$ cat src/rtl/core/lbwp_pkg.sv
// ----------------------------------------------------------------------------
// lbwp_pkg: shared types and constants for the landmark pose block
// Payload structs, pipeline control and rotation records, register indexes
// and the arctangent table of the rotation stages.
// ----------------------------------------------------------------------------
`default_nettype none

package lbwp_pkg;

  // Fixed field widths
  localparam int COL_W   = 16;
  localparam int ANG_W   = 16;
  localparam int RANGE_W = 31;
  localparam int OUT_C_W = 32;
  localparam int CFG_W   = 32;

  // Rotation datapath: scaled range is 47 bits, growth needs two more plus sign
  localparam int XY_W    = 50;
  localparam int Z_W     = 34;
  localparam int RND_W   = XY_W - 16;
  localparam int MAX_STG = 24;

  // round(2^32 * 0.60725293501), inverse rotation gain
  localparam logic [31:0] INV_GAIN = 32'd2608131496;

  // Quarter turn in 32-bit turn units
  localparam logic signed [Z_W-1:0] Z_QUARTER = 34'sd1073741824;

  // Register indexes
  typedef enum logic [2:0] {
    REG_LANDMARK_X      = 3'd0,
    REG_LANDMARK_Z      = 3'd1,
    REG_ANGLE_AT_MAX    = 3'd2,
    REG_ANGLE_AT_MIN    = 3'd3,
    REG_LANDMARK_COLUMN = 3'd4
  } lbwp_reg_e;

  typedef struct packed {
    logic        [COL_W-1:0]   split_column;
    logic signed [ANG_W-1:0]   view_angle;
    logic        [RANGE_W-1:0] range;
    logic signed [ANG_W-1:0]   relative_azimuth;
  } lbwp_in_t;

  typedef struct packed {
    logic signed [OUT_C_W-1:0] world_x;
    logic signed [OUT_C_W-1:0] world_z;
    logic        [ANG_W-1:0]   world_azimuth;
    logic                      on_max_side;
  } lbwp_out_t;

  // Control travelling with each item down the pipe
  typedef struct packed {
    logic             valid;
    logic             on_max_side;
    logic [ANG_W-1:0] world_azimuth;
  } lbwp_ctl_t;

  // Rotation vector and residual angle
  typedef struct packed {
    logic signed [XY_W-1:0] x;
    logic signed [XY_W-1:0] y;
    logic signed [Z_W-1:0]  z;
  } lbwp_rot_t;

  // atan(2^-i) in 32-bit turn units, rounded to nearest
  function automatic logic [29:0] lbwp_atan(input logic [4:0] idx);
    logic [29:0] v;
    case (idx)
      5'd0:    v = 30'd536870912;
      5'd1:    v = 30'd316933406;
      5'd2:    v = 30'd167458906;
      5'd3:    v = 30'd85004755;
      5'd4:    v = 30'd42667331;
      5'd5:    v = 30'd21354465;
      5'd6:    v = 30'd10679838;
      5'd7:    v = 30'd5340245;
      5'd8:    v = 30'd2670163;
      5'd9:    v = 30'd1335087;
      5'd10:   v = 30'd667544;
      5'd11:   v = 30'd333772;
      5'd12:   v = 30'd166886;
      5'd13:   v = 30'd83443;
      5'd14:   v = 30'd41722;
      5'd15:   v = 30'd20861;
      5'd16:   v = 30'd10430;
      5'd17:   v = 30'd5215;
      5'd18:   v = 30'd2608;
      5'd19:   v = 30'd1304;
      5'd20:   v = 30'd652;
      5'd21:   v = 30'd326;
      5'd22:   v = 30'd163;
      5'd23:   v = 30'd81;
      default: v = 30'd0;
    endcase
    return v;
  endfunction

endpackage

`default_nettype wire

$ cat src/rtl/core/lbwp_back.sv
// ----------------------------------------------------------------------------
// lbwp_back: rounding, landmark offset and saturation
// Rounds the rotated vector to Q16.16, adds it to the landmark position and
// clamps to the coordinate width.
// ----------------------------------------------------------------------------
`default_nettype none

module lbwp_back import lbwp_pkg::*; #(
  parameter int COORD_BITS = 32
) (
  input  logic                  clk,
  input  logic                  rst_n,
  input  lbwp_ctl_t             ctl_i,
  input  lbwp_rot_t             rot_i,
  input  logic [COORD_BITS-1:0] landmark_x,
  input  logic [COORD_BITS-1:0] landmark_z,
  output logic                  out_strobe,
  output lbwp_out_t             out_result
);

  localparam int SUM_W = ((COORD_BITS > RND_W) ? COORD_BITS : RND_W) + 1;
  localparam logic signed [XY_W-1:0] HALF_LSB = XY_W'(32768);

  logic signed [XY_W-1:0]  xs, ys;
  lbwp_ctl_t               ctl_a_r;
  logic signed [RND_W-1:0] xr_r, yr_r;

  logic signed [SUM_W-1:0] sum_x, sum_z;
  logic                    strobe_r;
  lbwp_out_t               out_r, out_nxt;

  function automatic logic [COORD_BITS-1:0] sat_coord(input logic signed [SUM_W-1:0] v);
    logic [SUM_W-COORD_BITS:0] upper;
    logic [COORD_BITS-1:0]     res;
    upper = v[SUM_W-1:COORD_BITS-1];
    if ((&upper) || !(|upper)) begin
      res = v[COORD_BITS-1:0];
    end else if (v[SUM_W-1]) begin
      res = {1'b1, {(COORD_BITS-1){1'b0}}};
    end else begin
      res = {1'b0, {(COORD_BITS-1){1'b1}}};
    end
    return res;
  endfunction

  // Round half up to Q16.16
  assign xs = rot_i.x + HALF_LSB;
  assign ys = rot_i.y + HALF_LSB;

  always_ff @(posedge clk) begin
    if (!rst_n) begin
      ctl_a_r.valid <= 1'b0;
    end else begin
      ctl_a_r <= ctl_i;
    end
  end

  always_ff @(posedge clk) begin
    xr_r <= $signed(xs[XY_W-1:16]);
    yr_r <= $signed(ys[XY_W-1:16]);
  end

  // Landmark plus cos term, landmark minus sin term, clamped
  always_comb begin
    sum_x = SUM_W'($signed(landmark_x)) + SUM_W'(xr_r);
    sum_z = SUM_W'($signed(landmark_z)) - SUM_W'(yr_r);
    out_nxt.world_x       = OUT_C_W'(sat_coord(sum_x));
    out_nxt.world_z       = OUT_C_W'(sat_coord(sum_z));
    out_nxt.world_azimuth = ctl_a_r.world_azimuth;
    out_nxt.on_max_side   = ctl_a_r.on_max_side;
  end

  always_ff @(posedge clk) begin
    if (!rst_n) begin
      strobe_r <= 1'b0;
    end else begin
      strobe_r <= ctl_a_r.valid;
    end
  end

  always_ff @(posedge clk) begin
    out_r <= out_nxt;
  end

  assign out_strobe = strobe_r;
  assign out_result = out_r;

`ifndef SYNTH
  a_round_to_out: assert property (@(posedge clk) disable iff (!rst_n)
    ctl_a_r.valid |=> strobe_r)
    else $error("rounded item did not reach the output");
`endif

endmodule

`default_nettype wire

$ cat config.mk
export PLATFORM = sky130hd
export DESIGN_NAME = lbwp_back
export DESIGN_NICKNAME = d
export VERILOG_FILES = /design/src/rtl/core/lbwp_pkg.sv /design/src/rtl/core/lbwp_back.sv
export SDC_FILE = /design/constraint.sdc
export NUM_CORES = 1
export LEC_CHECK = 0
export ABC_CLOCK_PERIOD_IN_PS = 5900
export BUFFER_PORTS_ARGS = -buffer_cell sky130_fd_sc_hd__buf_4
export CORE_AREA = 2 2 157 159
export DETAILED_ROUTE_END_ITERATION = 7
export DIE_AREA = 0 0 159 161
export GPL_TIMING_DRIVEN = 0
export HOLD_SLACK_MARGIN = 0.08
export PLACE_DENSITY = 0.66
export SLEW_MARGIN = 20
export SYNTH_ARGS = -nofsm -noshare
export SYNTH_HDL_FRONTEND = slang
export SYNTH_SLANG_ARGS = --single-unit
$ cat constraint.sdc
create_clock -name clk -period 5.9 [get_ports clk]
set_input_delay 0.885 -clock clk [delete_from_list [all_inputs] [get_ports clk]]
set_output_delay 0.885 -clock clk [all_outputs]
set_load 0.02 [all_outputs]
Word-level counts from Yosys, hierarchy flattened

Index checks and enable logic that the tools add are counted.
W data, S select, Z words.

Register bits after elaboration: 168
Bits of input ports: 218
Output and inout bits: 82
Logic and storage cells: 26

$add $sub $neg: 4
Mux-type cells: 4
Reduce and logical (&&, ||, !) cells: 8

Operators by type and width:

| kind                     | number |
|---|---|
| $mux W32                 | 4 |
| $add A50 B17 Y50 const B | 2 |
| $add A32 B34 Y35         | 1 |
| $sub A32 B34 Y35         | 1 |
| $reduce_and A4 Y1        | 2 |
| $reduce_or A4 Y1         | 2 |
| $logic_not A1 Y1         | 2 |
| $logic_or A1 B1 Y1       | 2 |

Logic depth before layout (Yosys ltp)

Word-level depth: 5
Depth in mapped cells: 15
Depth with buffers taken out: 14

Worst setup path before layout

Ideal clock, no wire load.

Path type: input to register
Start: input landmark_x[0]
End: register out_r, in the netlist out_result[61]
Library setup time: 66 ps
Data arrival time: 3559 ps
Data required time: 5834 ps
Slack: 2275 ps
Stages on the path: 14
Path buffers: 1
Cell sequence: ha_1 > inv_1 > fa_1 > nor2b_1 > o211ai_1 > a211oi_1 > o21a_1 > a21boi_0 > o21ai_1 > a21oi_1 > a21oi_1 > a31o_2 > clkbuf_1 > a21boi_2

RTL lines:

| element              | RTL line        | source |
|---|---|---|
| start, declared      | lbwp_back.sv:15 | `input logic [COORD_BITS-1:0] landmark_x,` |
| end signal, assigned | lbwp_back.sv:82 | `out_r <= out_nxt;` |
| end, declared        | lbwp_back.sv:30 | `lbwp_out_t out_r, out_nxt;` |

==> impl_metrics.yaml <==
outcome:
  status: "complete, no violations"
synth:
  yosys.area_share.simple: 0.137
  synth_nets: 1261
  synth_top_area_frac: 0.336
  ys_warn_count: 0
  seq_area_frac_synth: 0.393
  synth_seq_cells: 168
  synth_top_family_by_area: "compound AO/OA/AOI/OAI gates"
  synth_compound_area_frac: 0.206
  synth_adder_area_share: 0.102
  synth-xor-area-share: 0.122
  avgSynthCellArea_um2: 9.26
  synth.distinct_cells: 64
  synthArstFlopShare: 0
  synth.area.mux_share: 0
  yosysTopAreaCell: "dfxtp_1"
  synth_edf_count: 17
  netlist_instances: 971
  ys_dominant_reg_cell: "dfxtp_1"
  synthTopCellsByArea: "dfxtp_1 34%, ha_1 9.7%, xnor2_1 7.7%, edfxtp_1 5.7%, xor2_1 4.5%"
  syn-cell-area_um2: 8990
worst_hold_path:
  hold_path_startpoint: "ctl_a_r[10]$_DFFE_PP_"
  holdPathStages: 0
  min_path_type: "flip-flop to flip-flop"
  whs_endpoint: "out_result[11]$_DFF_P_"
final_layout:
  mostFrequentLayoutCells: "235 x buf_4, 151 x dfxtp_1, 79 x xnor2_1, 74 x nand2_1, 70 x ha_1"
  syn2layout_area_growth_pct: 31.0
  final_util: 0.491
  n_antenna_cell: 0
  final_cell_area_um2: 11800
  final_layout_size_suffix_gt1_frac: 0.253
  final_common_cell: "buf_4"
  final_net_count: 1515
  regArea_um2: 3530
  fill_cells: 2338
  multi_input_area_um2: 5100
place:
  place_area_um2: 11200
  place_hpwl_um: 17800
  gp_congestion: 0.853
  io_buffers: 235
clocking:
  cts-root-buf: "clkbuf_16"
  clk_pin_slew_ns: 0.07
  cts.sinks: 168
  postCtsHoldBufs: 0
  cts_tree: "done"
  cts_resized: 0
  clockBufferDepth: 2
  cts_buffers: 17
  post_cts_buffers: 0
  clock_latency_ns: 0.42
  htreeDepth: 4
timing:
  rsz0062_at_grt: "false"
  final-setup-viol-count: 0
  worst_slew_pin_slew_ns: 0.684
  relSlewSlack: 0.540
  post-route-period-util: 0.701
  fmax_mhz: 242
  finalCriticalPeriod_ns: 4.14
  finalSetupTns_ns: 0
  finClkSkew_ns: 0.0118
  hold_violations: 0
  slew_viol_final: 0
grt:
  grt_pass1_vias: 7339
  grt_antenna_before_repair: 0
  grt_max_degree: 20
  use_met1: 0.197
  use_met2: 0.303
  grtUsageMet3: 0.0362
  track_usage: 0.168
  busiest_layer: "met2"
  grt_pass1_wl_um: 35100
  gr-total-overflow: 0
worst_setup_path:
  path_class: "input port to flip-flop"
  worstPathRequired_ns: 6.18
  worst_setup_path_end_kind: "flip-flop"
  path_buf_inv: 4
  cp_slowest_cell: "a31oi_1"
  cp_max_fo: 10
  cp_top_family: "compound AO/OA/AOI/OAI gates"
  crit_chain: "buf_4 -> inv_1 -> ha_1 -> inv_1 -> fa_1 -> a211oi_1 -> o21bai_1 -> a21oi_1 -> nor2_1 -> a31oi_1 -> o31ai_1 -> a21oi_1 -> xnor2_1 -> o31ai_2 -> buf_2 -> o21ai_0"
  r2r_slack_ns: 2.06
  worstPathArrival_ns: 4.42
  reg2regPathDepth: 14
  cp_slowest_stage_delay_ns: 0.49
  critPathLaunchType: "input port"
  r2r-end: "out_result[38]$_DFF_P_"
  r2r_start: "yr_r[0]$_DFF_P_"
detailed_routing:
  wl_um: 21400
  dr.pass1.iters: 5
  wire_per_inst_um: 13.7
  drt_iter0_markers: 218
  drcViolationCount: 0
  antenna_left: 0
  via_per_inst: 4.85
  vias: 7581
floorplan:
  die-area_um2: 25600
  fp.dieH_um: 161
  die-width_um: 159
  top_level_ports: 300
  rows: 57
  core-area_um2: 24000
  initial_core_util: 0.375
power_and_ir_drop:
  irDropWorstVdd_uv: 123
  power_density_nw_per_um2: 305
  p_leak_nw: 5.22
  finalPower_w: 0.00360
job:
  cap_violations: 0
==> power by group <==
| group | switching, W | leakage, nW | internal, W |
|---|---|---|---|
| clock | 0.000475 | 0.295 | 0.000678 |
| sequential | 0.0000429 | 1.44 | 0.00132 |
| combinational | 0.000603 | 3.49 | 0.000482 |
| total | 0.00112 | 5.22 | 0.00248 |
==> cells in the mapped netlist (all sizes together), types with 3 or more instances <==
cell / count
o211ai: 7
o21a: 14
nor2b: 7
nand3: 31
nand2b: 6
o31ai: 6
buf: 8
xor2: 46
nor3: 14
o21bai: 4
a21oi: 62
nor4: 3
dfxtp: 151
or3: 3
a21o: 22
a31o: 3
nand4: 22
nor2: 50
nand2: 74
a31oi: 13
inv: 61
ha: 70
and2: 8
a211o: 4
o21ai: 73
o2111ai: 3
a211oi: 8
and3: 12
a21boi: 33
xnor2: 79
and4: 12
clkbuf: 17
a41oi: 3
edfxtp: 17
==> registers in the layout (all words and copies together) (netlist names) <==
register	count
out_strobe	1
ctl_a_r	18
xr_r	34
yr_r	34
out_result	81
==> kinds of logic after synthesis <==
| family | Yosys count |
|---|---|
| AO/OA/AOI/OAI | 271 |
| AND/OR/NAND/NOR | 249 |
| flip-flops | 168 |
| XOR/XNOR | 125 |
| buffers and inverters | 86 |
| adder cells (fa/ha/maj) | 72 |
==> per-layer routing <==
layer  vias up  wire (µm)
li1       3954          -
met1      3407       9050
met2       188      10900
met3        32        962
met4         0        527
met5         -          0
==> cell type report <==
| type | count | area share |
|---|---|---|
| well taps | 324 | 0.0344 |
| plain buffers | 25 | 0.0108 |
| inverters | 61 | 0.0194 |
| clock inverters | 15 | 0.0164 |
| flip-flops and latches | 168 | 0.300 |
| repair buffers | 235 | 0.150 |
| multi-input cells | 717 | 0.433 |
| clock buffers | 17 | 0.0361 |
==> per-stage QoR <==
stage	hold slack, ns	cells	setup WS (ns)
final	0.340	1562	1.76
after detailed placement	0.327	1530	1.34
after floorplan	0.323	971	2.28
after global placement	0.323	1530	1.36
after CTS	0.343	1562	1.76
after global routing	0.345	1562	1.51
==> how the worst max path moves through the flow <==
stage | startpoint | to | slack (ns) | depth (start not counted)
6_report | landmark_z[0] | out_result[38]$_DFF_P_ | 1.76 | 16
3_5_place_dp | landmark_z[0] | out_result[38]$_DFF_P_ | 1.34 | 16
5_1_grt | landmark_z[0] | out_result[38]$_DFF_P_ | 1.51 | 16
2_1_floorplan | landmark_x[0] | out_result[61]$_DFF_P_ | 2.28 | 14
4_1_cts | landmark_z[0] | out_result[38]$_DFF_P_ | 1.76 | 16
3_3_place_gp | landmark_z[0] | out_result[39]$_DFF_P_ | 1.36 | 16
(Power assumes the default switching activity.)
