## src/rtl/core/lbwp_pkg.sv

```systemverilog
// ----------------------------------------------------------------------------
// lbwp_pkg: shared types and constants for the landmark pose block
// Payload structs, pipeline control and rotation records, register indexes
// and the arctangent table of the rotation stages.
// ----------------------------------------------------------------------------
`default_nettype none

package lbwp_pkg;

  // Fixed field widths
  localparam int COL_W   = 16;
  localparam int ANG_W   = 16;
  localparam int RANGE_W = 31;
  localparam int OUT_C_W = 32;
  localparam int CFG_W   = 32;

  // Rotation datapath: scaled range is 47 bits, growth needs two more plus sign
  localparam int XY_W    = 50;
  localparam int Z_W     = 34;
  localparam int RND_W   = XY_W - 16;
  localparam int MAX_STG = 24;

  // round(2^32 * 0.60725293501), inverse rotation gain
  localparam logic [31:0] INV_GAIN = 32'd2608131496;

  // Quarter turn in 32-bit turn units
  localparam logic signed [Z_W-1:0] Z_QUARTER = 34'sd1073741824;

  // Register indexes
  typedef enum logic [2:0] {
    REG_LANDMARK_X      = 3'd0,
    REG_LANDMARK_Z      = 3'd1,
    REG_ANGLE_AT_MAX    = 3'd2,
    REG_ANGLE_AT_MIN    = 3'd3,
    REG_LANDMARK_COLUMN = 3'd4
  } lbwp_reg_e;

  typedef struct packed {
    logic        [COL_W-1:0]   split_column;
    logic signed [ANG_W-1:0]   view_angle;
    logic        [RANGE_W-1:0] range;
    logic signed [ANG_W-1:0]   relative_azimuth;
  } lbwp_in_t;

  typedef struct packed {
    logic signed [OUT_C_W-1:0] world_x;
    logic signed [OUT_C_W-1:0] world_z;
    logic        [ANG_W-1:0]   world_azimuth;
    logic                      on_max_side;
  } lbwp_out_t;

  // Control travelling with each item down the pipe
  typedef struct packed {
    logic             valid;
    logic             on_max_side;
    logic [ANG_W-1:0] world_azimuth;
  } lbwp_ctl_t;

  // Rotation vector and residual angle
  typedef struct packed {
    logic signed [XY_W-1:0] x;
    logic signed [XY_W-1:0] y;
    logic signed [Z_W-1:0]  z;
  } lbwp_rot_t;

  // atan(2^-i) in 32-bit turn units, rounded to nearest
  function automatic logic [29:0] lbwp_atan(input logic [4:0] idx);
    logic [29:0] v;
    case (idx)
      5'd0:    v = 30'd536870912;
      5'd1:    v = 30'd316933406;
      5'd2:    v = 30'd167458906;
      5'd3:    v = 30'd85004755;
      5'd4:    v = 30'd42667331;
      5'd5:    v = 30'd21354465;
      5'd6:    v = 30'd10679838;
      5'd7:    v = 30'd5340245;
      5'd8:    v = 30'd2670163;
      5'd9:    v = 30'd1335087;
      5'd10:   v = 30'd667544;
      5'd11:   v = 30'd333772;
      5'd12:   v = 30'd166886;
      5'd13:   v = 30'd83443;
      5'd14:   v = 30'd41722;
      5'd15:   v = 30'd20861;
      5'd16:   v = 30'd10430;
      5'd17:   v = 30'd5215;
      5'd18:   v = 30'd2608;
      5'd19:   v = 30'd1304;
      5'd20:   v = 30'd652;
      5'd21:   v = 30'd326;
      5'd22:   v = 30'd163;
      5'd23:   v = 30'd81;
      default: v = 30'd0;
    endcase
    return v;
  endfunction

endpackage

`default_nettype wire

```

## src/rtl/core/lbwp_front.sv

```systemverilog
// ----------------------------------------------------------------------------
// lbwp_front: side selection, angle arithmetic and range scaling
// Two register stages: angle sums and gain product, then the folded start
// vector of the rotation.
// ----------------------------------------------------------------------------
`default_nettype none

module lbwp_front import lbwp_pkg::*; #(
  parameter int ANGLE_BITS = 16
) (
  input  logic                  clk,
  input  logic                  rst_n,
  input  logic                  start,
  input  lbwp_in_t              in_item,
  input  logic [ANGLE_BITS-1:0] angle_at_max,
  input  logic [ANGLE_BITS-1:0] angle_at_min,
  input  logic [COL_W-1:0]      landmark_column,
  output lbwp_ctl_t             ctl_o,
  output lbwp_rot_t             rot_o
);

  localparam logic [ANGLE_BITS-1:0] QTR_TURN = {2'b01, {(ANGLE_BITS-2){1'b0}}};

  logic                  on_max;
  logic [ANGLE_BITS-1:0] view_a;
  logic [ANGLE_BITS-1:0] rel_a;
  logic [ANGLE_BITS-1:0] adj;
  logic [ANGLE_BITS-1:0] azim;
  logic [31:0]           a32;
  logic                  fold;
  logic [62:0]           prod;

  lbwp_ctl_t   ctl1_r, ctl1_nxt;
  logic [31:0] zf1_r, zf1_nxt;
  logic        neg1_r, neg1_nxt;
  logic [62:0] prod1_r;

  lbwp_ctl_t              ctl2_r;
  lbwp_rot_t              rot2_r, rot2_nxt;
  logic signed [XY_W-1:0] x_mag;

  // Side choice and angle sums, all modulo one turn
  always_comb begin
    on_max = landmark_column > in_item.split_column;
    view_a = ANGLE_BITS'($unsigned(in_item.view_angle));
    rel_a  = ANGLE_BITS'($unsigned(in_item.relative_azimuth));
    adj    = on_max ? (angle_at_max - view_a) : (angle_at_min + view_a);
    azim   = adj - rel_a - QTR_TURN;
    a32    = 32'(adj) << (32 - ANGLE_BITS);
    // beyond a quarter turn either way: rotate by a half turn, negate vector
    fold   = ($signed(a32) > 32'sd1073741824) || ($signed(a32) < -32'sd1073741824);
    prod   = 63'(in_item.range) * 63'(INV_GAIN);

    ctl1_nxt.valid         = start;
    ctl1_nxt.on_max_side   = on_max;
    ctl1_nxt.world_azimuth = ANG_W'(azim);
    zf1_nxt                = fold ? (a32 ^ 32'h8000_0000) : a32;
    neg1_nxt               = fold;
  end

  // Stage 1 registers
  always_ff @(posedge clk) begin
    if (!rst_n) begin
      ctl1_r.valid <= 1'b0;
    end else begin
      ctl1_r <= ctl1_nxt;
    end
  end

  always_ff @(posedge clk) begin
    zf1_r   <= zf1_nxt;
    neg1_r  <= neg1_nxt;
    prod1_r <= prod;
  end

  // Start vector: scaled range on x, signed by the fold
  always_comb begin
    x_mag      = $signed(XY_W'(prod1_r[62:16]));
    rot2_nxt.x = neg1_r ? -x_mag : x_mag;
    rot2_nxt.y = '0;
    rot2_nxt.z = Z_W'($signed(zf1_r));
  end

  // Stage 2 registers
  always_ff @(posedge clk) begin
    if (!rst_n) begin
      ctl2_r.valid <= 1'b0;
    end else begin
      ctl2_r <= ctl1_r;
    end
  end

  always_ff @(posedge clk) begin
    rot2_r <= rot2_nxt;
  end

  assign ctl_o = ctl2_r;
  assign rot_o = rot2_r;

`ifndef SYNTH
  a_fold_in_quarter: assert property (@(posedge clk) disable iff (!rst_n)
    ctl2_r.valid |-> (rot2_r.z <= Z_QUARTER) && (rot2_r.z >= -Z_QUARTER))
    else $error("folded angle outside a quarter turn");

  a_stage_follow: assert property (@(posedge clk) disable iff (!rst_n)
    ctl1_r.valid |=> ctl2_r.valid)
    else $error("item lost between front stages");
`endif

endmodule

`default_nettype wire

```

## config.mk

```make
export PLATFORM = sky130hd
export DESIGN_NAME = lbwp_front
export DESIGN_NICKNAME = d
export VERILOG_FILES = /design/src/rtl/core/lbwp_pkg.sv /design/src/rtl/core/lbwp_front.sv
export SDC_FILE = /design/constraint.sdc
export NUM_CORES = 2
export LEC_CHECK = 0
export ABC_AREA = 1
export ABC_CLOCK_PERIOD_IN_PS = 19400
export CORE_MARGIN = 2
export CORE_UTILIZATION = 58
export CTS_BUF_LIST = sky130_fd_sc_hd__clkbuf_4 sky130_fd_sc_hd__clkbuf_8
export DETAILED_ROUTE_END_ITERATION = 7
export DONT_BUFFER_PORTS = 1
export HOLD_SLACK_MARGIN = 0.1
export PLACE_DENSITY = 0.84
export SLEW_MARGIN = 20
export SYNTH_ARGS = -nofsm -noshare
export SYNTH_HDL_FRONTEND = slang
export SYNTH_SLANG_ARGS = --single-unit
```

## constraint.sdc

```tcl
create_clock -name clk -period 19.4 [get_ports clk]
set_clock_uncertainty 0.15 [all_clocks]
set_input_delay 1.94 -clock clk [delete_from_list [all_inputs] [get_ports clk]]
set_output_delay 1.94 -clock clk [all_outputs]
set_load 0.03 [all_outputs]
```

# == After elaboration in Yosys (flattened, before gate mapping) ==
# Index checks and enable logic that the tools add are counted.
# op_classes
mux,3
addsub,5
n_lt_le_gt_ge,3
multipliers,1
n_reduce_logical,1
n_bitwise,1
# op_table
op,n
31-bit by 29-bit multiplier with 60-bit output (second input constant),1
47-bit negation with 50-bit output,1
47-bit two-way mux,1
32-bit > comparator (second input constant),1
32-bit by 31-bit less-than comparator with 1-bit output (second input constant),1
32-bit two-way mux,1
16-bit subtractor,2
16-bit adder,1
16-bit > comparator,1
16-bit two-way mux,1
16-bit by 15-bit subtractor with 16-bit output (second input constant),1
1-bit logical OR,1
1-bit NOT,1
# word_totals
word_cells,26
out_inout_bits,152
regBits,211
inputBits,130

# == Logic depth before layout (Yosys ltp) ==
# depth
depth_word,5
depth_mapped,28
depth_no_buf,28

# == Worst setup path after synthesis ==
# Ideal clock, no wire load.
# synth_timing
path_kind,input to register
startpoint,input port in_item[22] (netlist name)
endpoint,register prod1_r[54]
required_ns,19.123
t_arrival_ns,7.454
setup_ns,0.127
n_path_buf,0
path_stages,21
path_slack_ns,11.669
path_cell_list,inv_1 > fa_1 > fa_1 > fa_1 > fa_1 > inv_1 > fa_1 > fa_1 > fa_1 > inv_1 > fa_1 > inv_1 > ha_1 > nand2_1 > a21oi_1 > or2_2 > a21oi_1 > nand3_1 > a21oi_1 > o21ai_0 > xor2_1
# synth_between
elab_chain_len,1
# synth_rtl
element,line,rtl
from (decl),lbwp_front.sv:14,"input lbwp_in_t in_item,"
31-bit by 29-bit multiplier with 60-bit output,lbwp_front.sv:52,prod = 63'(in_item.range) * 63'(INV_GAIN);
named net prod[54],lbwp_front.sv:31,logic [62:0] prod;
to (signal assigned),lbwp_front.sv:73,prod1_r <= prod;
to (decl),lbwp_front.sv:36,logic [62:0] prod1_r;
# The timed path passes the listed nets, and every way through them passes these cells.
# A chain may end at the register's enable or synchronous reset.

# == Worst setup path in the final report ==
# layout_timing
startpoint,input port in_item[32] (netlist name)
endpoint,register prod1_r[54]
# The elaborated chain is that of the path after synthesis.

==> summary.txt <==
Die
  • Core ar.: 46600 sq um
  • Row Count: 79
  • Die area: 49000 sq um
  • IO Pins: 282
  • Die height: 221 microns
  • Initial Util: 58.9%
  • Die width: 221 microns

Timing
  • Final setup TNS: 0 ns
  • Max-slew violation count: 0
  • Final min period: 7.91 ns
  • Fin. Hold Viols: 0
  • Relative slew slack: 42.4%
  • Post-route setup slack: about 11 ns
  • Final period util: about two fifths
  • RSZ-0062 raised after global routing: no
  • Worst-Margin Slew: 0.863 ns
  • Maximum clock frequency: 126 MHz
  • Final setup violation count: 0

Final layout
  • P&R area growth vs syn: 3.13%
  • Filler Cell Count: 3986
  • Layout cells sized above 1: under 10%
  • FF/Latch Area: 3660 sq um
  • Area occupied by multi-input gates: 20100 sq um
  • Most frequent cells in the layout: inv_1 (890), fa_1 (444), ha_1 (424)
  • Final nets: 4135
  • Final instance area: 28300 sq um
  • N_diodes: 0
  • Most common cell after layout, fill and taps aside: inv_1

Clock network
  • Root buf cell: clkbuf_8
  • TritonCTS buffer count: 17
  • # resized after CTS: 0
  • Clock sink total: 166
  • CTS tree: yes
  • Cts hold-fix bufs: 0
  • Clock tree buffer depth: 2
  • Reg clk slew, reported paths: 0.09 ns
  • H-tree depth: 4
  • Post-CTS Setup Bufs: 0
  • Clk_lat worst skew: approximately 0.46 ns

Logic synthesis
  • Post-Synth Adder-Cell Area: 51.8%
  • Share of the synthesized area in the top cell type: about a third
  • Synth Area per Inst: 8.77 sq um
  • Syn Inst Count: 3126
  • Synth cell types: 44
  • Top_reg_cell synth: dfxtp_1
  • Largest family of logic cells by synthesized area: adder cells
  • Area contributors post-synth: fa_1 (32%), ha_1 (19%), inv_1 (12%)
  • FFs w/ async S/R, synth: 0%
  • Post-synth EDFFs: 34
  • Flops & latches, synth: 166
  • Dominant cell type by area after synthesis: fa_1
  • Simple-gate share of the synthesized area: 11.6%
  • Mux cell area share after synthesis: 0%
  • Synth Area in Compound Gates: 5.62%
  • XOR/XNOR Fraction of Synth Area: 3.48%
  • Post-Syn Area: about 27000 sq um
  • Synth warn: 0
  • Seq/Total Area, Yosys: 13.4%

Place
  • Area post-placement: between 20000 and 30000 sq um
  • Post-Place Setup Slack: 11.00 ns
  • Gpl congestion: 1.01
  • Hpwl dp: 64900 microns
  • IO Port Bufs: 0

Drt
  • Routed WL: 72600 microns
  • Post-DRT Antenna Nets: 0
  • Routed wire per std cell: 19.3 microns
  • Vias/cell: 5.29
  • Drt pass-1 iters: 5
  • Routed via count: 19877
  • DRC Markers: 0
  • DRT iter0 DRCs: approximately 1600

Worst setup path
  • Critical Path RT: 19.63 ns
  • R2r setup slk: 17.15 ns
  • CP max FO: 6
  • Startpoint Class: input pin
  • Crit path arrival time: slightly above 8 ns
  • Crit path capture type: flip-flop
  • Worst Path Class, Setup: in -> reg

Global routing
  • Initial antenna violation count: 0
  • First-pass GRT wire length: 115000 microns
  • Largest net degree at the start of global routing: 37
  • Gr usage total: 30.4%
  • Total gr overflow: 0
  • Vias in the first global route: 21286

Hold path
  • Min-Delay Path Class: reg -> reg

Run status
  • Status: finished, final reports clean

Run
  • # Max-Cap Violations: 0
-- logic make-up after synthesis --
group / after synthesis
fa+ha+maj: 868
other cells: 1
simple gates: 751
xor+xnor: 109
flops: 166
compound gates: 266
buf+inv: 965
-- per-stage QoR --
step	hold WS (ns)	util [%]	std cells
global placement	0.162	59.9	3725
detailed placement	0.163	59.9	3725
CTS	0.184	60.7	3757
finish	0.186	60.7	3757
global route	0.188	60.7	3757
floorplan	0.160	-	3191
-- critical path: stages --
cell and delay (ns):
ha_1 0.39, fa_1 0.58, inv_1 0.08, fa_1 0.52
fa_1 0.57, inv_1 0.09, fa_1 0.47, fa_1 0.49
fa_1 0.50, inv_1 0.07, fa_1 0.48, inv_1 0.04
ha_1 0.38, nand2_1 0.10, nor2_1 0.12, inv_1 0.09
nor2_1 0.13, and3_1 0.23, nand2_1 0.06, nand3_1 0.16
a21oi_1 0.13, o21ai_0 0.29, xor2_1 0.24
-- routing by layer --
layer	vias to the layer above	wire length, microns	global-route usage [%]
met1	9520	30000	39.6
met5	-	0	0
met4	0	1990	7.91
met2	815	33600	50.1
li1	9408	-	-
met3	134	7090	8.68
-- cell usage after synthesis (all sizes together), types with 3 or more instances --
cell      n
nor2    183
o31ai     5
a21o     22
fa      444
xor2     78
nor3     36
clkbuf    4
nand2   408
nand3    77
a221oi    3
o21a      7
a21oi   108
a31oi    28
inv     890
o211ai    7
o21ai    65
edfxtp   34
nand3b   10
xnor2    31
and3      3
nor4      7
ha      424
buf      70
nand4    24
dfxtp   132
o21bai   18
-- flip-flops by register name, indices dropped and copies added, names as in the netlist --
signal / count
rot_o: 66
prod1_r: 47
ctl1_r: 18
ctl_o: 18
zf1_r: 16
neg1_r: 1
-- cell type report --
type / count / share of cell area [%]
clock inverters: 15 / 0.544
clock buffers: 17 / 0.828
inverters: 891 / 11.8
well taps: 607 / 2.69
flip-flops and latches: 166 / 13.0
repair buffers: 1 / 0.0266
multi-input cells: 2060 / 71.1
-- path summary, 6_finish.rpt --
| check | from | end | cells past startpoint |
|---|---|---|---|
| max | in_item[32] | prod1_r[54]$_DFF_P_ | 23 |
| min | zf1_r[20]$_DFF_P_ | rot_o[20]$_DFF_P_ | 0 |
| max reg2reg | prod1_r[16]$_DFF_P_ | rot_o[128]$_DFF_P_ | 11 |
| min reg2reg | zf1_r[20]$_DFF_P_ | rot_o[20]$_DFF_P_ | 0 |
Power is left out: the tool's default activity adds up to more than one toggle a clock period on the data nets, which glitch-free logic cannot reach.
